===== src/design/ilt_pkg.sv =====
package ilt_pkg;

  // fixed field widths
  localparam int unsigned CONN_ID_W    = 6;
  localparam int unsigned IDLE_LIMIT_W = 16;

  // idle limit after reset, in ticks
  localparam logic [IDLE_LIMIT_W-1:0] IDLE_LIMIT_RST = 16'd10;

  // item operations
  typedef enum logic [1:0] {
    OP_CONNECT    = 2'd0,
    OP_MESSAGE    = 2'd1,
    OP_DISCONNECT = 2'd2,
    OP_TICK       = 2'd3
  } opcode_e;

  // field write enables of the link memory
  typedef struct packed {
    logic next;
    logic prev;
  } link_we_t;

endpackage


===== src/design/ilt_link_mem.sv =====
module ilt_link_mem import ilt_pkg::*; #(
  parameter int unsigned DEPTH  = 64,
  parameter int unsigned ADDR_W = 6,
  parameter int unsigned PTR_W  = 7
) (
  input  logic              clk_i,
  input  link_we_t          we_i,
  input  logic [ADDR_W-1:0] waddr_i,
  input  logic [PTR_W-1:0]  wnext_i,
  input  logic [PTR_W-1:0]  wprev_i,
  input  logic [ADDR_W-1:0] raddr_i,
  output logic [PTR_W-1:0]  rnext_o,
  output logic [PTR_W-1:0]  rprev_o
);

  // one word per entry: next link in the upper field, prev link in the lower
  logic [2*PTR_W-1:0] mem [DEPTH];
  logic [2*PTR_W-1:0] rdata_q;

  // masked write, one address per cycle
  always_ff @(posedge clk_i) begin
    if (we_i.next) begin
      mem[waddr_i][2*PTR_W-1:PTR_W] <= wnext_i;
    end
    if (we_i.prev) begin
      mem[waddr_i][PTR_W-1:0] <= wprev_i;
    end
  end

  // registered read
  always_ff @(posedge clk_i) begin
    rdata_q <= mem[raddr_i];
  end

  assign rnext_o = rdata_q[2*PTR_W-1:PTR_W];
  assign rprev_o = rdata_q[PTR_W-1:0];

endmodule


===== src/design/ilt_stamp_mem.sv =====
module ilt_stamp_mem #(
  parameter int unsigned DEPTH  = 64,
  parameter int unsigned ADDR_W = 6,
  parameter int unsigned TIME_W = 32
) (
  input  logic              clk_i,
  input  logic              we_i,
  input  logic [ADDR_W-1:0] waddr_i,
  input  logic [TIME_W-1:0] wdata_i,
  input  logic [ADDR_W-1:0] raddr_i,
  output logic [TIME_W-1:0] rdata_o
);

  logic [TIME_W-1:0] mem [DEPTH];

  // write port
  always_ff @(posedge clk_i) begin
    if (we_i) begin
      mem[waddr_i] <= wdata_i;
    end
  end

  // registered read
  always_ff @(posedge clk_i) begin
    rdata_o <= mem[raddr_i];
  end

endmodule


===== src/design/ilt_ctrl.sv =====
module ilt_ctrl import ilt_pkg::*; #(
  parameter int unsigned MAX_CONN = 64,
  parameter int unsigned ADDR_W   = 6,
  parameter int unsigned PTR_W    = 7,
  parameter int unsigned TIME_W   = 32
) (
  input  logic                    clk_i,
  input  logic                    rst_ni,
  input  logic                    start_i,
  input  logic [1:0]              opcode_i,
  input  logic [CONN_ID_W-1:0]    conn_id_i,
  output logic                    busy_o,
  input  logic [IDLE_LIMIT_W-1:0] idle_limit_i,
  // link memory
  output link_we_t                link_we_o,
  output logic [ADDR_W-1:0]       link_waddr_o,
  output logic [PTR_W-1:0]        link_wnext_o,
  output logic [PTR_W-1:0]        link_wprev_o,
  output logic [ADDR_W-1:0]       raddr_o,
  input  logic [PTR_W-1:0]        link_rnext_i,
  input  logic [PTR_W-1:0]        link_rprev_i,
  // stamp memory
  output logic                    stamp_we_o,
  output logic [TIME_W-1:0]       stamp_wdata_o,
  input  logic [TIME_W-1:0]       stamp_rdata_i,
  // close requests
  output logic                    close_valid_o,
  output logic [CONN_ID_W-1:0]    close_id_o,
  output logic                    last_o
);

  localparam logic [PTR_W-1:0] NIL = PTR_W'(MAX_CONN);

  typedef enum logic [6:0] {
    S_IDLE     = 7'b0000001,
    S_UL_RD    = 7'b0000010,
    S_UL_PREV  = 7'b0000100,
    S_APP_SELF = 7'b0001000,
    S_APP_TAIL = 7'b0010000,
    S_SCAN_RD  = 7'b0100000,
    S_SCAN_EV  = 7'b1000000
  } state_e;

  state_e              state_q, state_d;
  opcode_e             op_q, op_d;
  logic [ADDR_W-1:0]   cid_q, cid_d;
  logic [PTR_W-1:0]    p_q, p_d, n_q, n_d;
  logic [PTR_W-1:0]    head_q, head_d, tail_q, tail_d;
  logic [PTR_W-1:0]    cur_q, cur_d;
  logic [TIME_W-1:0]   time_q, time_d;
  logic [MAX_CONN-1:0] in_list_q, in_list_d;
  logic [MAX_CONN-1:0] closing_q, closing_d;
  logic                pend_vld_q, pend_vld_d;
  logic [ADDR_W-1:0]   pend_q, pend_d;
  logic                out_vld_q, out_vld_d;
  logic [ADDR_W-1:0]   out_id_q, out_id_d;
  logic                out_last_q, out_last_d;

  logic                accept;
  logic                id_ok;
  logic [ADDR_W-1:0]   in_idx;
  logic [ADDR_W-1:0]   cur_idx;
  logic [TIME_W-1:0]   age;
  logic                expired;

  assign busy_o  = (state_q != S_IDLE);
  assign accept  = start_i && !busy_o;
  assign id_ok   = ({1'b0, conn_id_i} < (CONN_ID_W + 1)'(MAX_CONN));
  assign in_idx  = conn_id_i[ADDR_W-1:0];
  assign cur_idx = cur_q[ADDR_W-1:0];

  // age with wrap against the idle limit
  assign age     = time_q - stamp_rdata_i;
  assign expired = (age > TIME_W'(idle_limit_i));

  // stamp writes always target the item's own entry
  assign stamp_wdata_o = time_q;

  // sequencer
  always_comb begin
    state_d    = state_q;
    op_d       = op_q;
    cid_d      = cid_q;
    p_d        = p_q;
    n_d        = n_q;
    head_d     = head_q;
    tail_d     = tail_q;
    cur_d      = cur_q;
    time_d     = time_q;
    in_list_d  = in_list_q;
    closing_d  = closing_q;
    pend_vld_d = pend_vld_q;
    pend_d     = pend_q;
    out_vld_d  = 1'b0;
    out_id_d   = out_id_q;
    out_last_d = out_last_q;

    link_we_o    = '0;
    link_waddr_o = cid_q;
    link_wnext_o = NIL;
    link_wprev_o = NIL;
    stamp_we_o   = 1'b0;
    raddr_o      = cid_q;

    unique case (state_q)
      S_IDLE: begin
        raddr_o = in_idx;
        if (accept) begin
          op_d  = opcode_e'(opcode_i);
          cid_d = in_idx;
          if (opcode_e'(opcode_i) == OP_TICK) begin
            time_d     = time_q + TIME_W'(1);
            cur_d      = head_q;
            pend_vld_d = 1'b0;
            state_d    = S_SCAN_RD;
          end else if (id_ok) begin
            if (in_list_q[in_idx]) begin
              state_d = S_UL_RD;
            end else if (opcode_e'(opcode_i) == OP_CONNECT) begin
              in_list_d[in_idx] = 1'b1;
              closing_d[in_idx] = 1'b0;
              state_d           = S_APP_SELF;
            end
          end
        end
      end

      // links of the entry are here: bypass it from the predecessor side
      S_UL_RD: begin
        p_d = link_rprev_i;
        n_d = link_rnext_i;
        if (link_rprev_i != NIL) begin
          link_we_o.next = 1'b1;
          link_waddr_o   = link_rprev_i[ADDR_W-1:0];
          link_wnext_o   = link_rnext_i;
        end else begin
          head_d = link_rnext_i;
        end
        state_d = S_UL_PREV;
      end

      // bypass from the successor side
      S_UL_PREV: begin
        if (n_q != NIL) begin
          link_we_o.prev = 1'b1;
          link_waddr_o   = n_q[ADDR_W-1:0];
          link_wprev_o   = p_q;
        end else begin
          tail_d = p_q;
        end
        if (op_q == OP_DISCONNECT) begin
          in_list_d[cid_q] = 1'b0;
          closing_d[cid_q] = 1'b0;
          state_d          = S_IDLE;
        end else begin
          state_d = S_APP_SELF;
        end
      end

      // entry becomes the new tail, stamped now
      S_APP_SELF: begin
        link_we_o.next = 1'b1;
        link_we_o.prev = 1'b1;
        link_waddr_o   = cid_q;
        link_wnext_o   = NIL;
        link_wprev_o   = tail_q;
        stamp_we_o     = 1'b1;
        state_d        = S_APP_TAIL;
      end

      S_APP_TAIL: begin
        if (tail_q != NIL) begin
          link_we_o.next = 1'b1;
          link_waddr_o   = tail_q[ADDR_W-1:0];
          link_wnext_o   = PTR_W'(cid_q);
        end else begin
          head_d = PTR_W'(cid_q);
        end
        tail_d  = PTR_W'(cid_q);
        state_d = S_IDLE;
      end

      // fetch the current entry, or end the scan at the list end
      S_SCAN_RD: begin
        raddr_o = cur_idx;
        if (cur_q == NIL) begin
          out_vld_d  = pend_vld_q;
          out_id_d   = pend_q;
          out_last_d = 1'b1;
          pend_vld_d = 1'b0;
          state_d    = S_IDLE;
        end else begin
          state_d = S_SCAN_EV;
        end
      end

      // judge the entry; a held request goes out once a later one exists or the scan ends
      S_SCAN_EV: begin
        raddr_o = cur_idx;
        if (!expired) begin
          out_vld_d  = pend_vld_q;
          out_id_d   = pend_q;
          out_last_d = 1'b1;
          pend_vld_d = 1'b0;
          state_d    = S_IDLE;
        end else begin
          if (!closing_q[cur_idx]) begin
            closing_d[cur_idx] = 1'b1;
            out_vld_d          = pend_vld_q;
            out_id_d           = pend_q;
            out_last_d         = 1'b0;
            pend_vld_d         = 1'b1;
            pend_d             = cur_idx;
          end
          cur_d   = link_rnext_i;
          state_d = S_SCAN_RD;
        end
      end

      default: begin
        state_d = S_IDLE;
      end
    endcase
  end

  // control state
  always_ff @(posedge clk_i or negedge rst_ni) begin
    if (!rst_ni) begin
      state_q    <= S_IDLE;
      head_q     <= NIL;
      tail_q     <= NIL;
      time_q     <= '0;
      in_list_q  <= '0;
      closing_q  <= '0;
      pend_vld_q <= 1'b0;
      out_vld_q  <= 1'b0;
    end else begin
      state_q    <= state_d;
      head_q     <= head_d;
      tail_q     <= tail_d;
      time_q     <= time_d;
      in_list_q  <= in_list_d;
      closing_q  <= closing_d;
      pend_vld_q <= pend_vld_d;
      out_vld_q  <= out_vld_d;
    end
  end

  // payload registers
  always_ff @(posedge clk_i) begin
    op_q       <= op_d;
    cid_q      <= cid_d;
    p_q        <= p_d;
    n_q        <= n_d;
    cur_q      <= cur_d;
    pend_q     <= pend_d;
    out_id_q   <= out_id_d;
    out_last_q <= out_last_d;
  end

  assign close_valid_o = out_vld_q;
  assign close_id_o    = CONN_ID_W'(out_id_q);
  assign last_o        = out_last_q;

endmodule


===== src/design/idle_connection_lru_timeout.sv =====
// channel    | direction | signals                          | handshake
// -----------+-----------+----------------------------------+-----------------------------
// command    | in        | opcode_i, conn_id_i              | start_i high, busy_o low
// close req  | out       | close_id_o, last_o               | close_valid_o, one cycle
// config     | in        | cfg_wdata_i (idle limit)         | cfg_we_i, taken at once
//
// Once accepted, busy_o stays high while the sequencer unlinks for a disconnect, appends
// for a new id's connect, unlinks and appends for a present id's connect or message, or
// walks a tick over idle entries from the head to a fresh one or off the tail.
// Ignored commands leave it low; one link write port and a registered read set the pace.
// Reset empties the list and clears the clock; link and stamp memories need no clearing.
// Close requests carry no back-pressure: each is on the ports for one cycle only.
module idle_connection_lru_timeout import ilt_pkg::*; #(
  parameter int unsigned MAX_CONN  = 64,
  parameter int unsigned TIME_BITS = 32
) (
  input  logic                    clk_i,
  input  logic                    rst_ni,
  input  logic                    start_i,
  input  logic [1:0]              opcode_i,
  input  logic [CONN_ID_W-1:0]    conn_id_i,
  output logic                    busy_o,
  input  logic                    cfg_we_i,
  input  logic [IDLE_LIMIT_W-1:0] cfg_wdata_i,
  output logic                    close_valid_o,
  output logic [CONN_ID_W-1:0]    close_id_o,
  output logic                    last_o
);

  localparam int unsigned ADDR_W = $clog2(MAX_CONN);
  localparam int unsigned PTR_W  = $clog2(MAX_CONN + 1);

  logic [IDLE_LIMIT_W-1:0] idle_limit_q;

  link_we_t          link_we;
  logic [ADDR_W-1:0] link_waddr;
  logic [PTR_W-1:0]  link_wnext;
  logic [PTR_W-1:0]  link_wprev;
  logic [ADDR_W-1:0] raddr;
  logic [PTR_W-1:0]  link_rnext;
  logic [PTR_W-1:0]  link_rprev;
  logic              stamp_we;
  logic [TIME_BITS-1:0] stamp_wdata;
  logic [TIME_BITS-1:0] stamp_rdata;

  // idle limit register
  always_ff @(posedge clk_i or negedge rst_ni) begin
    if (!rst_ni) begin
      idle_limit_q <= IDLE_LIMIT_RST;
    end else if (cfg_we_i) begin
      idle_limit_q <= cfg_wdata_i;
    end
  end

  ilt_ctrl #(
    .MAX_CONN (MAX_CONN),
    .ADDR_W   (ADDR_W),
    .PTR_W    (PTR_W),
    .TIME_W   (TIME_BITS)
  ) u_ctrl (
    .clk_i         (clk_i),
    .rst_ni        (rst_ni),
    .start_i       (start_i),
    .opcode_i      (opcode_i),
    .conn_id_i     (conn_id_i),
    .busy_o        (busy_o),
    .idle_limit_i  (idle_limit_q),
    .link_we_o     (link_we),
    .link_waddr_o  (link_waddr),
    .link_wnext_o  (link_wnext),
    .link_wprev_o  (link_wprev),
    .raddr_o       (raddr),
    .link_rnext_i  (link_rnext),
    .link_rprev_i  (link_rprev),
    .stamp_we_o    (stamp_we),
    .stamp_wdata_o (stamp_wdata),
    .stamp_rdata_i (stamp_rdata),
    .close_valid_o (close_valid_o),
    .close_id_o    (close_id_o),
    .last_o        (last_o)
  );

  ilt_link_mem #(
    .DEPTH  (MAX_CONN),
    .ADDR_W (ADDR_W),
    .PTR_W  (PTR_W)
  ) u_link_mem (
    .clk_i   (clk_i),
    .we_i    (link_we),
    .waddr_i (link_waddr),
    .wnext_i (link_wnext),
    .wprev_i (link_wprev),
    .raddr_i (raddr),
    .rnext_o (link_rnext),
    .rprev_o (link_rprev)
  );

  ilt_stamp_mem #(
    .DEPTH  (MAX_CONN),
    .ADDR_W (ADDR_W),
    .TIME_W (TIME_BITS)
  ) u_stamp_mem (
    .clk_i   (clk_i),
    .we_i    (stamp_we),
    .waddr_i (link_waddr),
    .wdata_i (stamp_wdata),
    .raddr_i (raddr),
    .rdata_o (stamp_rdata)
  );

endmodule

===== config.mk =====
export PLATFORM = sky130hd
export DESIGN_NAME = idle_connection_lru_timeout
export DESIGN_NICKNAME = d
export VERILOG_FILES = /design/src/design/ilt_pkg.sv /design/src/design/ilt_link_mem.sv /design/src/design/ilt_stamp_mem.sv /design/src/design/ilt_ctrl.sv /design/src/design/idle_connection_lru_timeout.sv
export SDC_FILE = /design/constraint.sdc
export NUM_CORES = 2
export LEC_CHECK = 0
export BUFFER_PORTS_ARGS = -buffer_cell sky130_fd_sc_hd__buf_4
export CAP_MARGIN = 0
export CELL_PAD_IN_SITES_DETAIL_PLACEMENT = 0
export CELL_PAD_IN_SITES_GLOBAL_PLACEMENT = 1
export CORE_MARGIN = 2
export CORE_UTILIZATION = 53
export DETAILED_ROUTE_END_ITERATION = 16
export PLACE_DENSITY = 0.87
export SLEW_MARGIN = 20
export SYNTH_ARGS = -nofsm -noshare
export SYNTH_HDL_FRONTEND = slang
export SYNTH_SLANG_ARGS = --single-unit

===== constraint.sdc =====
create_clock -name clk_i -period 7.9 [get_ports clk_i]
set_clock_uncertainty 0.1 [all_clocks]
set_input_delay 0.79 -clock clk_i [delete_from_list [all_inputs] [get_ports clk_i]]
set_output_delay 0.79 -clock clk_i [all_outputs]
set_load 0.01 [all_outputs]

### Word-level counts from Yosys, hierarchy flattened

Memories as Yosys holds them, arrays and structs flattened. A register that Yosys moved wholly into a read port is not among the register bits.
Cells that the tools add are included.

| word-level totals | value |
|---|---|
| word-level logic and storage cells | 170 |
| flip-flop bits (word level) | 241 |
| input port bits | 28 |
| memories | 2 |
| bits in writable memories | 2944 |

Memory list:

| memory | depth | width | read ports | clocked after Yosys merged registers in | wr ports | line | RTL |
|---|---|---|---|---|---|---|---|
| u_stamp_mem.mem | 64 | 32 | 1 | 1 | 1 | ilt_stamp_mem.sv:14 | `logic [TIME_W-1:0] mem [DEPTH];` |
| u_link_mem.mem | 64 | 14 | 1 | 1 | 1 | ilt_link_mem.sv:17 | `logic [2*PTR_W-1:0] mem [DEPTH];` |

| cells by class | value |
|---|---|
| equality and inequality tests | 28 |
| bitwise logic cells | 8 |
| reduce and logical (&&, ||, !) cells | 25 |
| order comparisons | 7 |
| mux-type cells | 81 |
| add/sub/neg operators | 2 |

Operators by type and width:

| operator | count |
|---|---|
| $mux 64 | 12 |
| $and 64x64->64 | 3 |
| $pmux 64 s3 | 1 |
| $not 64->64 | 2 |
| $or 64x64->64 | 2 |
| $pmux 64 s2 | 1 |
| $mux 7 | 14 |
| $pmux 7 s2 | 5 |
| $mux 6 | 7 |
| $pmux 7 s6 | 1 |
| $add 32x1->32 const B | 1 |
| $gt 32x16->1 | 1 |
| $sub 32x32->32 | 1 |
| $mux 1 | 26 |
| $pmux 6 s2 | 2 |
| $lt 6x7->1 const B | 3 |
| $ne 7x7->1 const B | 3 |
| $demux 1 s6 | 3 |
| $ge 6x1->1 const B | 3 |
| $pmux 6 s3 | 1 |
| $eq 7x7->1 const B | 2 |
| $bmux 1 s6 | 2 |
| $ne 2x1->1 const B | 6 |
| $ne 2x2->1 const B | 6 |
| 26 further kinds | 43 |

### Longest topological paths before layout

| depth | value |
|---|---|
| depth in word-level cells | 11 |
| mapped depth | 21 |
| gate-level depth less buffers | 20 |

### Cells and area by module

From an unflattened synthesis, not the netlist that was laid out.

| second synthesis, totals | value |
|---|---|
| cell total of the unflattened synthesis | 6553 |
| area total of the unflattened synthesis | 128560.8 um^2 |

Modules (own cells, without submodules):

| module | cells each | area an instance (um^2) | instances |
|---|---|---|---|
| ilt_stamp_mem | 3324 | 78515.3 | 1 |
| ilt_link_mem | 1601 | 34956.0 | 1 |
| ilt_ctrl | 1594 | 14437.6 | 1 |
| idle_connection_lru_timeout | 34 | 651.9 | 1 |

### Worst setup path after synthesis

Ideal clock, no wire load.

| timing path | value |
|---|---|
| path kind | register to register |
| from | reg u_ctrl.time_q[0] (netlist: u_ctrl.stamp_wdata_o[0]) |
| to | reg u_ctrl.out_id_q[0] (netlist: u_ctrl.close_id_o[0]) (enable) |
| data arrival time | 5.057 ns |
| path slack | 2.369 ns |
| buffers on the path | 0 |
| cell stages (with the launch flop) | 20 |
| cell sequence | dfrtp_1 > inv_1 > ha_1 > fa_1 > nand2b_1 > a21oi_1 > o211ai_1 > a211oi_2 > nor2_1 > xnor2_1 > ha_1 > nand4_1 > a311oi_1 > a211o_1 > o31a_1 > nor4_1 > nand4_1 > nor4_2 > a21oi_1 > o22ai_1 |

| on the way | value |
|---|---|
| longest elaborated chain between the ends | 4 |

Ends and longest elaborated chain:

| item | line | RTL |
|---|---|---|
| from (decl) | ilt_ctrl.sv:50 | `logic [TIME_W-1:0] time_q, time_d;` |
| from (signal assigned) | ilt_ctrl.sv:241 | `time_q <= time_d;` |
| $sub 32x32->32 | ilt_ctrl.sv:73 | `assign age = time_q - stamp_rdata_i;` |
| $gt 32x16->1 | ilt_ctrl.sv:74 | `assign expired = (age > TIME_W'(idle_limit_i));` |
| $ne 3x3->1 (no source line) | -- |  |
| $reduce_and 3->1 (no source line) | -- |  |
| to (signal assigned) | ilt_ctrl.sv:257 | `out_id_q <= out_id_d;` |
| to (decl) | ilt_ctrl.sv:56 | `logic [ADDR_W-1:0] out_id_q, out_id_d;` |

No other way between the ends.
A chain may end at the register's enable or synchronous reset.

### Worst setup path in the final report

| timing path | value |
|---|---|
| from | reg u_ctrl.time_q[1] (netlist: u_ctrl.stamp_wdata_o[1]) |
| to | reg u_ctrl.closing_q[53] |

| on the way | value |
|---|---|
| longest elaborated chain between the ends | 4 |

Ends and longest elaborated chain:

| item | line | RTL |
|---|---|---|
| $sub 32x32->32 | ilt_ctrl.sv:73 |  |
| $gt 32x16->1 | ilt_ctrl.sv:74 |  |
| $ne 2x1->1 (no source line) | -- |  |
| $reduce_and 8->1 (no source line) | -- |  |
| to (signal assigned) | ilt_ctrl.sv:243 | `closing_q <= closing_d;` |
| to (decl) | ilt_ctrl.sv:52 | `logic [MAX_CONN-1:0] closing_q, closing_d;` |

No other way between the ends.

==> out/metrics.yaml <==
timing.rr.end: "u_ctrl.closing_q[53]$_DFFE_PN0P_"
timing.final.crit_share_pct: 82.2
critPathTopFamily: "compound AO/OA/AOI/OAI gates"
avgSynthCellArea_um2: 13.2
firstDrtPassIters: 6
regArea_um2: 95600
initialDrtViolationCount: 11100
ctsRootBufferMaster: "clkbuf_16"
rr_startpoint: "u_ctrl.stamp_wdata_o[1]$_DFFE_PN0P_"
place_congestion: 0.894
path_max_fanout: 68
synthMuxAreaShare_pct: 5.65
core_region_area_um2: 252000
worstRegToRegCells: 19
status: "finished clean"
holdCritPathClass: "primary input to flip-flop"
cts_buffer_depth: 4
synthDistinctLibCells: 88
rsz0062_at_grt: "false"
crit_path_end: "u_ctrl.closing_q[53]$_DFFE_PN0P_"
post-dp-hpwl_um: 187000
critical_path_depth: 19
final_common_cell: "edfxtp_1"
dieArea_um2: 257000
fin_hold_ws_ps: 100
finalCriticalPeriod_ps: 6490
cts_sinks: 3231
clkTransAtPathRegs_ps: 60
vias: 85800
hold_viol: 0
num_rows: 184
max_freq_ghz: 0.154
synthAdderAreaFrac_pct: 0.462
io_buffers: 36
path_cells: "buf_4 -> ha_1 -> nand2b_1 -> a21oi_1 -> a311oi_1 -> nor2_1 -> a21boi_0 -> xnor2_1 -> ha_1 -> nand4_1 -> a311oi_1 -> a211o_1 -> o31a_1 -> nor4_1 -> nand4_1 -> nor4_2 -> a21bo_2 -> buf_4 -> o41ai_1"
die_h_um: 507
slew_headroom_pct: 16.4
p_leak_nw: 52.2
cp-end-kind: "flip-flop"
grt_antenna_before_repair: 7
r2r_slack_ps: 1410
grt_pass1_vias: 83800
crit_buf_inv: 2
cp_slowest_cell: "nor4_2"
synth_top_family_by_area: "simple AND/OR/NAND/NOR gates"
cpPeakStageDelay_ps: 940
syn_area_um2: 134000
final.fill_count: 18800
cts_tree: "done"
layout_common_cells: "edfxtp_1, nand2_1, nand3_1"
tightest_slew_ps: 1240
pwr_density_cell_nw_per_um2: 345
setup-violations-final: 0
gr-total-overflow: 0
syn-num-nets: 10200
insertion_delay_ps: 980
cts_inserted_buffers: 334
required_ps: 8580
ys_ff_latch: 3231
start_kind: "flip-flop"
wl_per_cell_um: 25.6
startpoint: "u_ctrl.stamp_wdata_o[1]$_DFFE_PN0P_"
avgViaCountPerCell: 6.30
drc: 0
ir_worst_vdd_v: 0.000429
initial_core_util_pct: 53.4
crit_type: "flip-flop to flip-flop"
ys_warn_count: 0
ant_nets: 0
wl_um: 349000
grt_max_degree: 178
multi_input_area_um2: 35700
synthCells: 10200
synth_compound_area_share_pct: 5.84
htreeDepth: 5
area_growth_pct: 10.7
crit_arrival_ps: 7180
synth_xor_area_share_pct: 0.365
final_layout_size_suffix_gt1_share_pct: 8.74
async_flop_share_pct: 6.16
synth_edf_count: 2986
grt_pass1_wl_um: 521000
synth_ff_type: "edfxtp_1"
num-nets-final: 10100
drv_slew: 0
tns_ps: 0
ys_seq_area_share_pct: 71.2
synthSimpleGateAreaFrac_pct: 13.8
drv_cap: 0
fp.dieW_um: 507
track_usage_pct: 26.6
pin_count: 37
registers in the layout (all words and copies together), names as in the netlist, 6 cells and up:
register and count:
u_ctrl.pend_q 6, u_ctrl.tail_q 7, u_ctrl.stamp_wdata_o 32, u_stamp_mem.mem 2048, u_ctrl.closing_q 64, u_ctrl.state_q 7
u_ctrl.head_q 7, idle_limit_q 16, u_link_mem.rdata_q 14, u_ctrl.cur_q 7, u_ctrl.in_list_q 64, u_ctrl.cid_q 6
u_ctrl.close_id_o 6, u_stamp_mem.rdata_o 32, u_ctrl.n_q 7, u_ctrl.p_q 7, u_link_mem.mem 896
synth_stat cells (20+ instances only):
master,n,area (um^2)
buf_6,48,541
a21oi_1,95,475
o41ai_1,20,175
buf_2,205,1030
o22ai_1,30,188
buf_4,29,218
a311o_1,47,470
a22oi_1,20,150
ha_1,48,601
buf_1,63,236
mux2i_1,714,7150
a221o_1,52,521
o21ai_0,167,836
and3_1,154,963
nor2_1,201,754
edfxtp_1,2986,89700
a311oi_1,232,2030
nor3_1,167,836
nand4_1,26,163
nand3_1,1207,6040
inv_1,61,229
dfxtp_1,46,921
nand2_1,2388,8960
dfrtp_1,194,4850
a32o_1,46,460
xnor2_1,39,342
o31ai_1,85,638
clkbuf_1,377,1420
a31oi_1,102,638
power breakdown:
| part | switching, mW | total (mW) | internal (mW) | leakage, nW |
|---|---|---|---|---|
| sequential | 0.205 | 19.2 | 19.0 | 29.0 |
| combinational | 11.7 | 16.9 | 5.18 | 18.1 |
| clock | 6.32 | 15.2 | 8.87 | 5.09 |
| total | 18.3 | 51.3 | 33.1 | 52.2 |
final cells by class:
cell class | instances | share of cell area [%]
tap | 3348 | 2.82
clock buffer | 412 | 5.98
inverter | 63 | 0.159
antenna | 2 | 0.00337
multi-input combinational | 6134 | 24.0
clock inverter | 166 | 1.03
sequential | 3231 | 64.3
timing repair buffer | 259 | 1.65
timing repair:
item	in CTS	in global routing
endpoints found under the setup margin	0	0
hold buffers	19	0
gates resized for setup	0	0
endpoints found under the hold margin	67	0
setup buffers	0	0
metrics by stage:
stage	setup slack (ps)	util (%)	total power [mW]	area (um^2)	std cells
after floorplan	2370	-	31.2	134000	10200
after global placement	1350	54.8	35.9	138000	13000
after detailed placement	1440	54.8	36.1	138000	13000
after CTS	1380	59.0	51.2	148000	13600
after global routing	1160	59.1	53.4	149000	13600
final	1410	59.1	51.3	149000	13600
cells by family after synthesis:
| logic type | after synthesis |
|---|---|
| XOR/XNOR | 56 |
| AND/OR/NAND/NOR | 4254 |
| AO/OA/AOI/OAI | 1038 |
| adder cells (fa/ha/maj) | 49 |
| flip-flops | 3231 |
| multiplexers | 737 |
| buffers and inverters | 785 |
metal layers:
| metal | vias to the layer above | part of all wire, % | global-route usage [%] |
|---|---|---|---|
| li1 | 37600 | - | - |
| met3 | 691 | 10 | 5.59 |
| met5 | - | 0.0032 | 0 |
| met4 | 2 | 3.0 | 8.47 |
| met1 | 42800 | 39 | 36.9 |
| met2 | 4683 | 47 | 42.3 |
worst register-to-register path, stage by stage, from the launching register on:
cell	delay (ps)
dfrtp_2	370
buf_4	550
ha_1	350
nand2b_1	100
a21oi_1	130
a311oi_1	460
nor2_1	140
a21boi_0	320
xnor2_1	180
ha_1	270
nand4_1	150
a311oi_1	70
a211o_1	270
o31a_1	310
nor4_1	310
nand4_1	150
nor4_2	940
a21bo_2	510
buf_4	450
o41ai_1	170
how the worst min path moves through the flow:
stage                                       start                              to  slack (ps)  cells past startpoint
floorplan           u_link_mem.rdata_q[6]$_DFF_P_         u_ctrl.p_q[6]$_DFFE_PP_         300                      0
global placement       u_ctrl.pend_q[3]$_DFFE_PP_  u_ctrl.close_id_o[3]$_DFFE_PP_         310                      0
detailed placement     u_ctrl.pend_q[1]$_DFFE_PP_  u_ctrl.close_id_o[1]$_DFFE_PP_         310                      0
CTS                                      cfg_we_i     idle_limit_q[1]$_DFFE_PN1P_          50                      2
finish                                   cfg_we_i     idle_limit_q[3]$_DFFE_PN1P_         100                      2
global route                             cfg_we_i     idle_limit_q[1]$_DFFE_PN1P_         100                      3
(Power assumes the default switching activity.)
